<file path="src/tpc_pkg.sv">
// ----------------------------------------------------------------------------
// tpc_pkg
// Types and constants shared by the touch press classifier files.
// ----------------------------------------------------------------------------
`default_nettype none

package tpc_pkg;

  localparam int unsigned CfgIdxW = 2;
  localparam int unsigned CfgW    = 16;
  localparam int unsigned TimeW   = 32;

  localparam logic [CfgIdxW-1:0] CFG_DEBOUNCE = 2'd0;
  localparam logic [CfgIdxW-1:0] CFG_MEDIUM   = 2'd1;
  localparam logic [CfgIdxW-1:0] CFG_FOCUS    = 2'd2;
  localparam logic [CfgIdxW-1:0] CFG_LONG     = 2'd3;

  localparam logic [CfgW-1:0] DEBOUNCE_RESET = 16'd50;
  localparam logic [CfgW-1:0] MEDIUM_RESET   = 16'd3000;
  localparam logic [CfgW-1:0] FOCUS_RESET    = 16'd7000;
  localparam logic [CfgW-1:0] LONG_RESET     = 16'd8000;

  typedef struct packed {
    logic [CfgW-1:0] lockout_len;
    logic [CfgW-1:0] medium_thr;
    logic [CfgW-1:0] focus_thr;
    logic [CfgW-1:0] long_thr;
  } tpc_cfg_t;

  typedef struct packed {
    logic tapped;
    logic short_released;
    logic medium_released;
    logic focus_pressed;
    logic long_pressed;
  } tpc_events_t;

endpackage

`default_nettype wire

</file>
<file path="src/tpc_if.sv">
// ----------------------------------------------------------------------------
// tpc_if
// Valid/ready channels for touch samples and classified event words.
// ----------------------------------------------------------------------------
`default_nettype none

interface tpc_in_if;
  logic        valid;
  logic        ready;
  logic        touch_level;
  logic [31:0] now_ms;

  modport source (output valid, output touch_level, output now_ms, input ready);
  modport sink   (input valid, input touch_level, input now_ms, output ready);
endinterface

interface tpc_out_if;
  logic valid;
  logic ready;
  logic tapped;
  logic short_released;
  logic medium_released;
  logic focus_pressed;
  logic long_pressed;

  modport source (output valid, output tapped, output short_released,
                  output medium_released, output focus_pressed,
                  output long_pressed, input ready);
  modport sink   (input valid, input tapped, input short_released,
                  input medium_released, input focus_pressed,
                  input long_pressed, output ready);
endinterface

`default_nettype wire

</file>
<file path="src/tpc_core.sv">
// ----------------------------------------------------------------------------
// tpc_core
// Debounce and press duration state; produces the event word of one sample.
// ----------------------------------------------------------------------------
`default_nettype none

module tpc_core
  import tpc_pkg::*;
(
  input  wire logic             clk,
  input  wire logic             rst_n,
  input  wire logic             step,
  input  wire logic             touch_level,
  input  wire logic [TimeW-1:0] now_ms,
  input  wire tpc_cfg_t         cfg,
  output tpc_events_t           events
);

  logic             level_r, level_nxt;
  logic [TimeW-1:0] last_r, last_nxt;
  logic             touching_r, touching_nxt;
  logic [TimeW-1:0] start_r, start_nxt;
  logic             focus_r, focus_nxt;
  logic             long_r, long_nxt;

  logic             change;
  logic             press;
  logic             release_ev;
  logic [TimeW-1:0] since_change;
  logic [TimeW-1:0] held_raw;
  logic [TimeW-1:0] held;
  logic             focus_base;
  logic             long_base;

  always_comb begin
    since_change = now_ms - last_r;
    held_raw     = now_ms - start_r;
    change       = (touch_level != level_r) &&
                   (since_change > {{(TimeW-CfgW){1'b0}}, cfg.lockout_len});
    press        = change && touch_level;
    release_ev   = change && !touch_level;
    held         = press ? '0 : held_raw;
    focus_base   = press ? 1'b0 : focus_r;
    long_base    = press ? 1'b0 : long_r;

    level_nxt    = change ? touch_level : level_r;
    last_nxt     = change ? now_ms : last_r;
    touching_nxt = change ? touch_level : touching_r;
    start_nxt    = press ? now_ms : start_r;

    events.tapped          = press;
    events.short_released  = release_ev && !focus_r && !long_r &&
                             (held_raw < {{(TimeW-CfgW){1'b0}}, cfg.medium_thr});
    events.medium_released = release_ev && !focus_r && !long_r &&
                             !(held_raw < {{(TimeW-CfgW){1'b0}}, cfg.medium_thr});
    events.focus_pressed   = touching_nxt && !focus_base &&
                             (held >= {{(TimeW-CfgW){1'b0}}, cfg.focus_thr});
    events.long_pressed    = touching_nxt && !long_base &&
                             (held >= {{(TimeW-CfgW){1'b0}}, cfg.long_thr});

    focus_nxt    = focus_base | events.focus_pressed;
    long_nxt     = long_base | events.long_pressed;
  end

  always_ff @(posedge clk) begin
    if (!rst_n) begin
      level_r    <= 1'b0;
      last_r     <= '0;
      touching_r <= 1'b0;
      start_r    <= '0;
      focus_r    <= 1'b0;
      long_r     <= 1'b0;
    end else if (step) begin
      level_r    <= level_nxt;
      last_r     <= last_nxt;
      touching_r <= touching_nxt;
      start_r    <= start_nxt;
      focus_r    <= focus_nxt;
      long_r     <= long_nxt;
    end
  end

endmodule

`default_nettype wire

</file>
<file path="src/touch_press_classifier.sv">
// ----------------------------------------------------------------------------
// touch_press_classifier
// Debounced touch press classifier: one event word per timestamped sample.
// ----------------------------------------------------------------------------
// in_s carries one sample word (raw touch level, 32-bit ms timestamp) and
// out_s returns exactly one event word per sample, in order: tapped,
// short_released, medium_released, focus_pressed, long_pressed.
// A sample is captured into an input register, classified there against the
// press state, and the event word lands in an output register that drives
// out_s.valid; one sample can be taken every cycle while out_s.ready is high
// or the output register is empty. When the receiver stalls, the event word
// holds in the output register and the input register still takes one more
// sample; in_s.ready then drops until out_s.ready returns. cfg_we writes
// cfg_wdata to register cfg_index (0 debounce, 1 medium hold, 2 focus hold,
// 3 long hold); the user must write only while idle, the block does not
// enforce it. Synchronous reset clears both pipeline stages and the press
// state and restores the default thresholds (50, 3000, 7000, 8000 ms).
// ----------------------------------------------------------------------------
`default_nettype none

module touch_press_classifier
  import tpc_pkg::*;
(
  input  wire logic               clk,
  input  wire logic               rst_n,
  tpc_in_if.sink                  in_s,
  tpc_out_if.source               out_s,
  input  wire logic               cfg_we,
  input  wire logic [CfgIdxW-1:0] cfg_index,
  input  wire logic [CfgW-1:0]    cfg_wdata
);

  tpc_cfg_t         cfg_r;
  logic             s1_valid_r;
  logic             s1_level_r;
  logic [TimeW-1:0] s1_now_r;
  logic             out_valid_r;
  tpc_events_t      out_ev_r;
  tpc_events_t      events;
  logic             advance;
  logic             step;

  assign advance    = !out_valid_r || out_s.ready;
  assign step       = s1_valid_r && advance;
  assign in_s.ready = !s1_valid_r || advance;

  always_ff @(posedge clk) begin
    if (!rst_n) begin
      cfg_r.lockout_len <= DEBOUNCE_RESET;
      cfg_r.medium_thr  <= MEDIUM_RESET;
      cfg_r.focus_thr   <= FOCUS_RESET;
      cfg_r.long_thr    <= LONG_RESET;
    end else if (cfg_we) begin
      unique case (cfg_index)
        CFG_DEBOUNCE: cfg_r.lockout_len <= cfg_wdata;
        CFG_MEDIUM:   cfg_r.medium_thr  <= cfg_wdata;
        CFG_FOCUS:    cfg_r.focus_thr   <= cfg_wdata;
        CFG_LONG:     cfg_r.long_thr    <= cfg_wdata;
        default: ;
      endcase
    end
  end

  always_ff @(posedge clk) begin
    if (!rst_n) begin
      s1_valid_r <= 1'b0;
    end else if (in_s.ready) begin
      s1_valid_r <= in_s.valid;
    end
  end

  always_ff @(posedge clk) begin
    if (in_s.ready && in_s.valid) begin
      s1_level_r <= in_s.touch_level;
      s1_now_r   <= in_s.now_ms;
    end
  end

  tpc_core u_core (
    .clk         (clk),
    .rst_n       (rst_n),
    .step        (step),
    .touch_level (s1_level_r),
    .now_ms      (s1_now_r),
    .cfg         (cfg_r),
    .events      (events)
  );

  always_ff @(posedge clk) begin
    if (!rst_n) begin
      out_valid_r <= 1'b0;
    end else if (advance) begin
      out_valid_r <= s1_valid_r;
    end
  end

  always_ff @(posedge clk) begin
    if (step) begin
      out_ev_r <= events;
    end
  end

  assign out_s.valid           = out_valid_r;
  assign out_s.tapped          = out_ev_r.tapped;
  assign out_s.short_released  = out_ev_r.short_released;
  assign out_s.medium_released = out_ev_r.medium_released;
  assign out_s.focus_pressed   = out_ev_r.focus_pressed;
  assign out_s.long_pressed    = out_ev_r.long_pressed;

endmodule

`default_nettype wire

</file>
<file path="src/flat_wrapper.sv">
// flat-port wrapper written by rule: the top's interface ports become plain ports
module touch_press_classifier_flat import tpc_pkg::*;
  (clk, rst_n, cfg_we, cfg_index, cfg_wdata, in_s_valid, in_s_touch_level, in_s_now_ms, in_s_ready, out_s_valid, out_s_tapped, out_s_short_released, out_s_medium_released, out_s_focus_pressed, out_s_long_pressed, out_s_ready);
  tpc_in_if in_s_i ();
  tpc_out_if out_s_i ();
  input  wire logic clk;
  input  wire logic rst_n;
  input  wire logic cfg_we;
  input  wire logic [CfgIdxW-1:0] cfg_index;
  input  wire logic [CfgW-1:0] cfg_wdata;
  input wire logic [$bits(in_s_i.valid)-1:0] in_s_valid;
  input wire logic [$bits(in_s_i.touch_level)-1:0] in_s_touch_level;
  input wire logic [$bits(in_s_i.now_ms)-1:0] in_s_now_ms;
  output wire logic [$bits(in_s_i.ready)-1:0] in_s_ready;
  output wire logic [$bits(out_s_i.valid)-1:0] out_s_valid;
  output wire logic [$bits(out_s_i.tapped)-1:0] out_s_tapped;
  output wire logic [$bits(out_s_i.short_released)-1:0] out_s_short_released;
  output wire logic [$bits(out_s_i.medium_released)-1:0] out_s_medium_released;
  output wire logic [$bits(out_s_i.focus_pressed)-1:0] out_s_focus_pressed;
  output wire logic [$bits(out_s_i.long_pressed)-1:0] out_s_long_pressed;
  input wire logic [$bits(out_s_i.ready)-1:0] out_s_ready;
  assign in_s_i.valid = in_s_valid;
  assign in_s_i.touch_level = in_s_touch_level;
  assign in_s_i.now_ms = in_s_now_ms;
  assign in_s_ready = in_s_i.ready;
  assign out_s_valid = out_s_i.valid;
  assign out_s_tapped = out_s_i.tapped;
  assign out_s_short_released = out_s_i.short_released;
  assign out_s_medium_released = out_s_i.medium_released;
  assign out_s_focus_pressed = out_s_i.focus_pressed;
  assign out_s_long_pressed = out_s_i.long_pressed;
  assign out_s_i.ready = out_s_ready;
  touch_press_classifier u_core (.clk(clk), .rst_n(rst_n), .in_s(in_s_i), .out_s(out_s_i), .cfg_we(cfg_we), .cfg_index(cfg_index), .cfg_wdata(cfg_wdata));
endmodule
</file>
<file path="config.mk">
export PLATFORM = sky130hd
export DESIGN_NAME = touch_press_classifier_flat
export DESIGN_NICKNAME = d
export VERILOG_FILES = /design/src/tpc_pkg.sv /design/src/tpc_if.sv /design/src/tpc_core.sv /design/src/touch_press_classifier.sv /design/src/flat_wrapper.sv
export SDC_FILE = /design/constraint.sdc
export NUM_CORES = 1
export LEC_CHECK = 0
export BUFFER_PORTS_ARGS = -buffer_cell sky130_fd_sc_hd__buf_2
export CORE_MARGIN = 4
export CORE_UTILIZATION = 35
export DETAILED_ROUTE_END_ITERATION = 8
export PLACE_DENSITY = 0.5
export SYNTH_ARGS = -nofsm -noshare
export SYNTH_HDL_FRONTEND = slang
export SYNTH_SLANG_ARGS = --single-unit
export TNS_END_PERCENT = 20
</file>
<file path="constraint.sdc">
create_clock -name clk -period 6.16 [get_ports clk]
set_input_delay 1.232 -clock clk [delete_from_list [all_inputs] [get_ports clk]]
set_output_delay 1.232 -clock clk [all_outputs]
set_load 0.02 [all_outputs]
</file>
==> flow_metrics.py <==
metrics = {
    "outcome": {
        "status": "completed",
    },
    "finish": {
        "area_growth_pct": 11.6,
        "fin_cells": 1879,
        "nFillCells": 3331,
        "layout_commonest_cell": "a21oi_1",
        "drive_above_1_share": 0.104,
        "diodes": 0,
        "mostFrequentLayoutCells": "a21oi_1 (177), nand2_1 (173), inv_1 (134), dfxtp_1 (134), ha_1 (122)",
        "nets": 1612,
    },
    "setup_path": {
        "r2r_slack_ns": 0.38,
        "required_ns": 6.37,
        "max_stage_delay_ns": 0.44,
        "cp-start-kind": "flip-flop",
        "cp.arrival_ns": 5.99,
        "critical_path_buf_inv_count": 0,
        "endpoint_kind": "flip-flop",
        "worstSetupPathDepth": 27,
        "cp_slowest_cell": "edfxtp_1",
        "timing.critical_path.mode_cell": "a21oi_1",
        "worstSetupPathType": "flip-flop to flip-flop",
        "crit_family": "compound AO/OA/AOI/OAI gates",
        "reg2reg_depth": 27,
        "crit_path_max_fanout": 18,
    },
    "routing": {
        "vias": 9792,
        "ant_nets": 0,
        "wl_per_cell_um": 17.5,
        "firstDrtPassIters": 5,
        "routed_via_density": 5.21,
        "drc": 0,
        "drtIter0Drc": 567,
        "drt-total-wl_mm": 32.8,
    },
    "sta": {
        "setup_viol": 0,
        "rsz0062_at_grt": "no",
        "setup-tns-final_ns": 0,
        "drv_slew": 0,
        "worst_slew_pin_slew_ns": 1.08,
        "finalClockSkew_ns": 0.0162,
        "min_period_over_period": 0.939,
        "fin_ws_ns": 0.379,
        "timing.slew.headroom": 0.277,
        "hold_viol_final": 0,
        "min_period_ns": 5.78,
        "fmax_ghz": 0.173,
    },
    "floorplan": {
        "io_pins": 63,
        "die_h_um": 189,
        "fp.dieW_um": 189,
        "dieArea_sq_um": 35700,
        "core-area_sq_um": 31900,
        "start_util": 0.359,
        "rows": 65,
    },
    "synth": {
        "syn_area_sq_um": 11500,
        "syn_area_per_cell_sq_um": 8.22,
        "syn-num-nets": 1574,
        "netlist-cell-type-count": 83,
        "syn_inst": 1393,
        "ys_async_sr_fraction": 0,
        "seq_area_frac_synth": 0.334,
        "ys_warn_count": 0,
        "ys_ff_latch": 172,
        "synth_edf_count": 38,
        "synth_flop_cell": "dfxtp_1",
    },
    "grt": {
        "grt_start_max_net_pins": 45,
        "grt_pass1_wl_mm": 52.3,
        "antenna_found_initial": 1,
        "grt-ovfl-total": 0,
        "grt_pass1_vias": 9499,
        "grtUsageTotal": 0.184,
    },
    "clock_network": {
        "cts_sinks": 172,
        "cts_tree": "done",
        "root_buffer": "clkbuf_16",
        "cts_buffers": 17,
        "clock_path_buffers": 2,
        "clk_pin_slew_worst_paths_ns": 0.07,
        "clkLatencyLatePin_ns": 0.46,
        "holdBufCountCts": 0,
        "cts.htree.levels": 4,
    },
    "power": {
        "pwr-share-clk": 0.361,
        "power_frac_comb": 0.237,
        "irDropWorstVdd_uv": 208,
        "p_int_uw": 2100,
        "power_density_nw_per_um2": 241,
        "p_sw_frac": 0.320,
        "p_seq_frac": 0.402,
        "power.leakage_uw": 0.00499,
        "power.switching_uw": 988,
    },
    "placed_design": {
        "dpl.cell_count": 1845,
        "dp_hpwl_mm": 24.8,
        "gp_congestion": 0.870,
        "io_buffers": 62,
        "place_ws_ns": 0.150,
    },
    "hold_path": {
        "hp-class": "flip-flop to flip-flop",
        "hold_depth": 2,
    },
    "job": {
        "drv_cap": 0,
    },
}
[layer usage]
metal  part of all wire  vias up  GRT usage
li1                   -     4986          -
met1               0.50     4621      0.262
met2               0.44      151      0.290
met3              0.035       34     0.0256
met4              0.020        0     0.0575
met5                  0        -          0
[Yosys cell counts (6+ instances only)]
library cell	instances	area share
mux2i_1	36	0.031
dfxtp_1	134	0.23
nor2b_1	28	0.015
or2_2	7	0.0038
nand2b_1	9	0.0049
buf_2	7	0.0031
clkbuf_1	40	0.013
inv_1	135	0.044
nor3_1	13	0.0057
o21a_1	22	0.014
xnor2_1	23	0.018
nand3_1	11	0.0048
nand2_1	173	0.057
a211oi_1	13	0.0085
a31oi_1	10	0.0055
xor2_1	20	0.015
a21o_1	29	0.019
a21oi_1	179	0.078
o21ai_0	51	0.022
nand4_1	27	0.015
ha_1	123	0.13
or3_1	10	0.0055
o31ai_1	6	0.0039
edfxtp_1	38	0.10
nor2_1	110	0.036
o211ai_1	36	0.024
[power by group through the flow]
| stage | Sequential (uW) | Clock [uW] | Combinational, uW |
|---|---|---|---|
| after detailed placement | 1270 | 0 | 724 |
| after global routing | 1250 | 1190 | 826 |
| after CTS | 1240 | 1150 | 727 |
| final | 1240 | 1110 | 731 |
| after global placement | 1270 | 0 | 721 |
| after floorplan | 1250 | 0 | 529 |
[through the flow]
stage	util	area (sq um)	power [uW]	hold WS (ns)
after floorplan	-	11500	1780	0.434
final	0.401	12800	3090	0.454
after CTS	0.400	12700	3120	0.457
after global placement	0.381	12200	1990	0.443
after detailed placement	0.381	12200	1990	0.447
after global routing	0.401	12800	3270	0.469
[what timing repair did]
action,in CTS,in global routing
setup endpoints to repair,0,4
resized for setup,0,9
buffers inserted,0,2
[area by class of cell]
cell class	count	area, sq um	area share
Clock buffer	20	468	0.0366
Timing Repair Buffer	74	400	0.0313
Multi-Input combinational cell	1031	6920	0.541
Sequential cell	172	3820	0.299
Tap cell	435	544	0.0426
Clock inverter	12	121	0.00949
Inverter	135	508	0.0397
[flip-flops by register name (all words and copies together) (netlist names)]
signal,flops
u_core.u_core.long_r,1
u_core.u_core.touching_r,1
u_core.out_s.valid,1
u_core.out_s.medium_released,1
u_core.cfg_r,64
u_core.u_core.focus_r,1
u_core.s1_valid_r,1
u_core.u_core.start_r,32
u_core.s1_level_r,1
u_core.out_s.focus_pressed,1
u_core.out_s.short_released,1
u_core.out_s.tapped,1
u_core.u_core.level_r,1
u_core.u_core.last_r,32
u_core.out_s.long_pressed,1
u_core.s1_now_r,32
[path summary, 6_finish.rpt]
| check | startpoint | endpoint |
|---|---|---|
| min | u_core.cfg_r[21] | u_core.cfg_r[21] |
| max reg2reg | u_core.s1_now_r[4] | u_core.out_s.focus_pressed |
| min reg2reg | u_core.cfg_r[21] | u_core.cfg_r[21] |
| max | u_core.s1_now_r[4] | u_core.out_s.focus_pressed |
[cell families (layout without fill, tap and decap cells)]
family	after synthesis	after routing	synth area share
xor+xnor	43	43	0.0329
mux	38	38	0.0334
buf+inv	190	241	0.0664
simple gates	423	423	0.173
compound gates	402	402	0.223
flops	172	172	0.334
fa+ha+maj	125	125	0.138
[tightest hold or removal path, cell delays in order, from the launching register on]
cell     delay (ns)
dfxtp_1        0.31
nand2_1        0.05
a21oi_1        0.05
No activity file was read; power rests on OpenSTA's default activity.
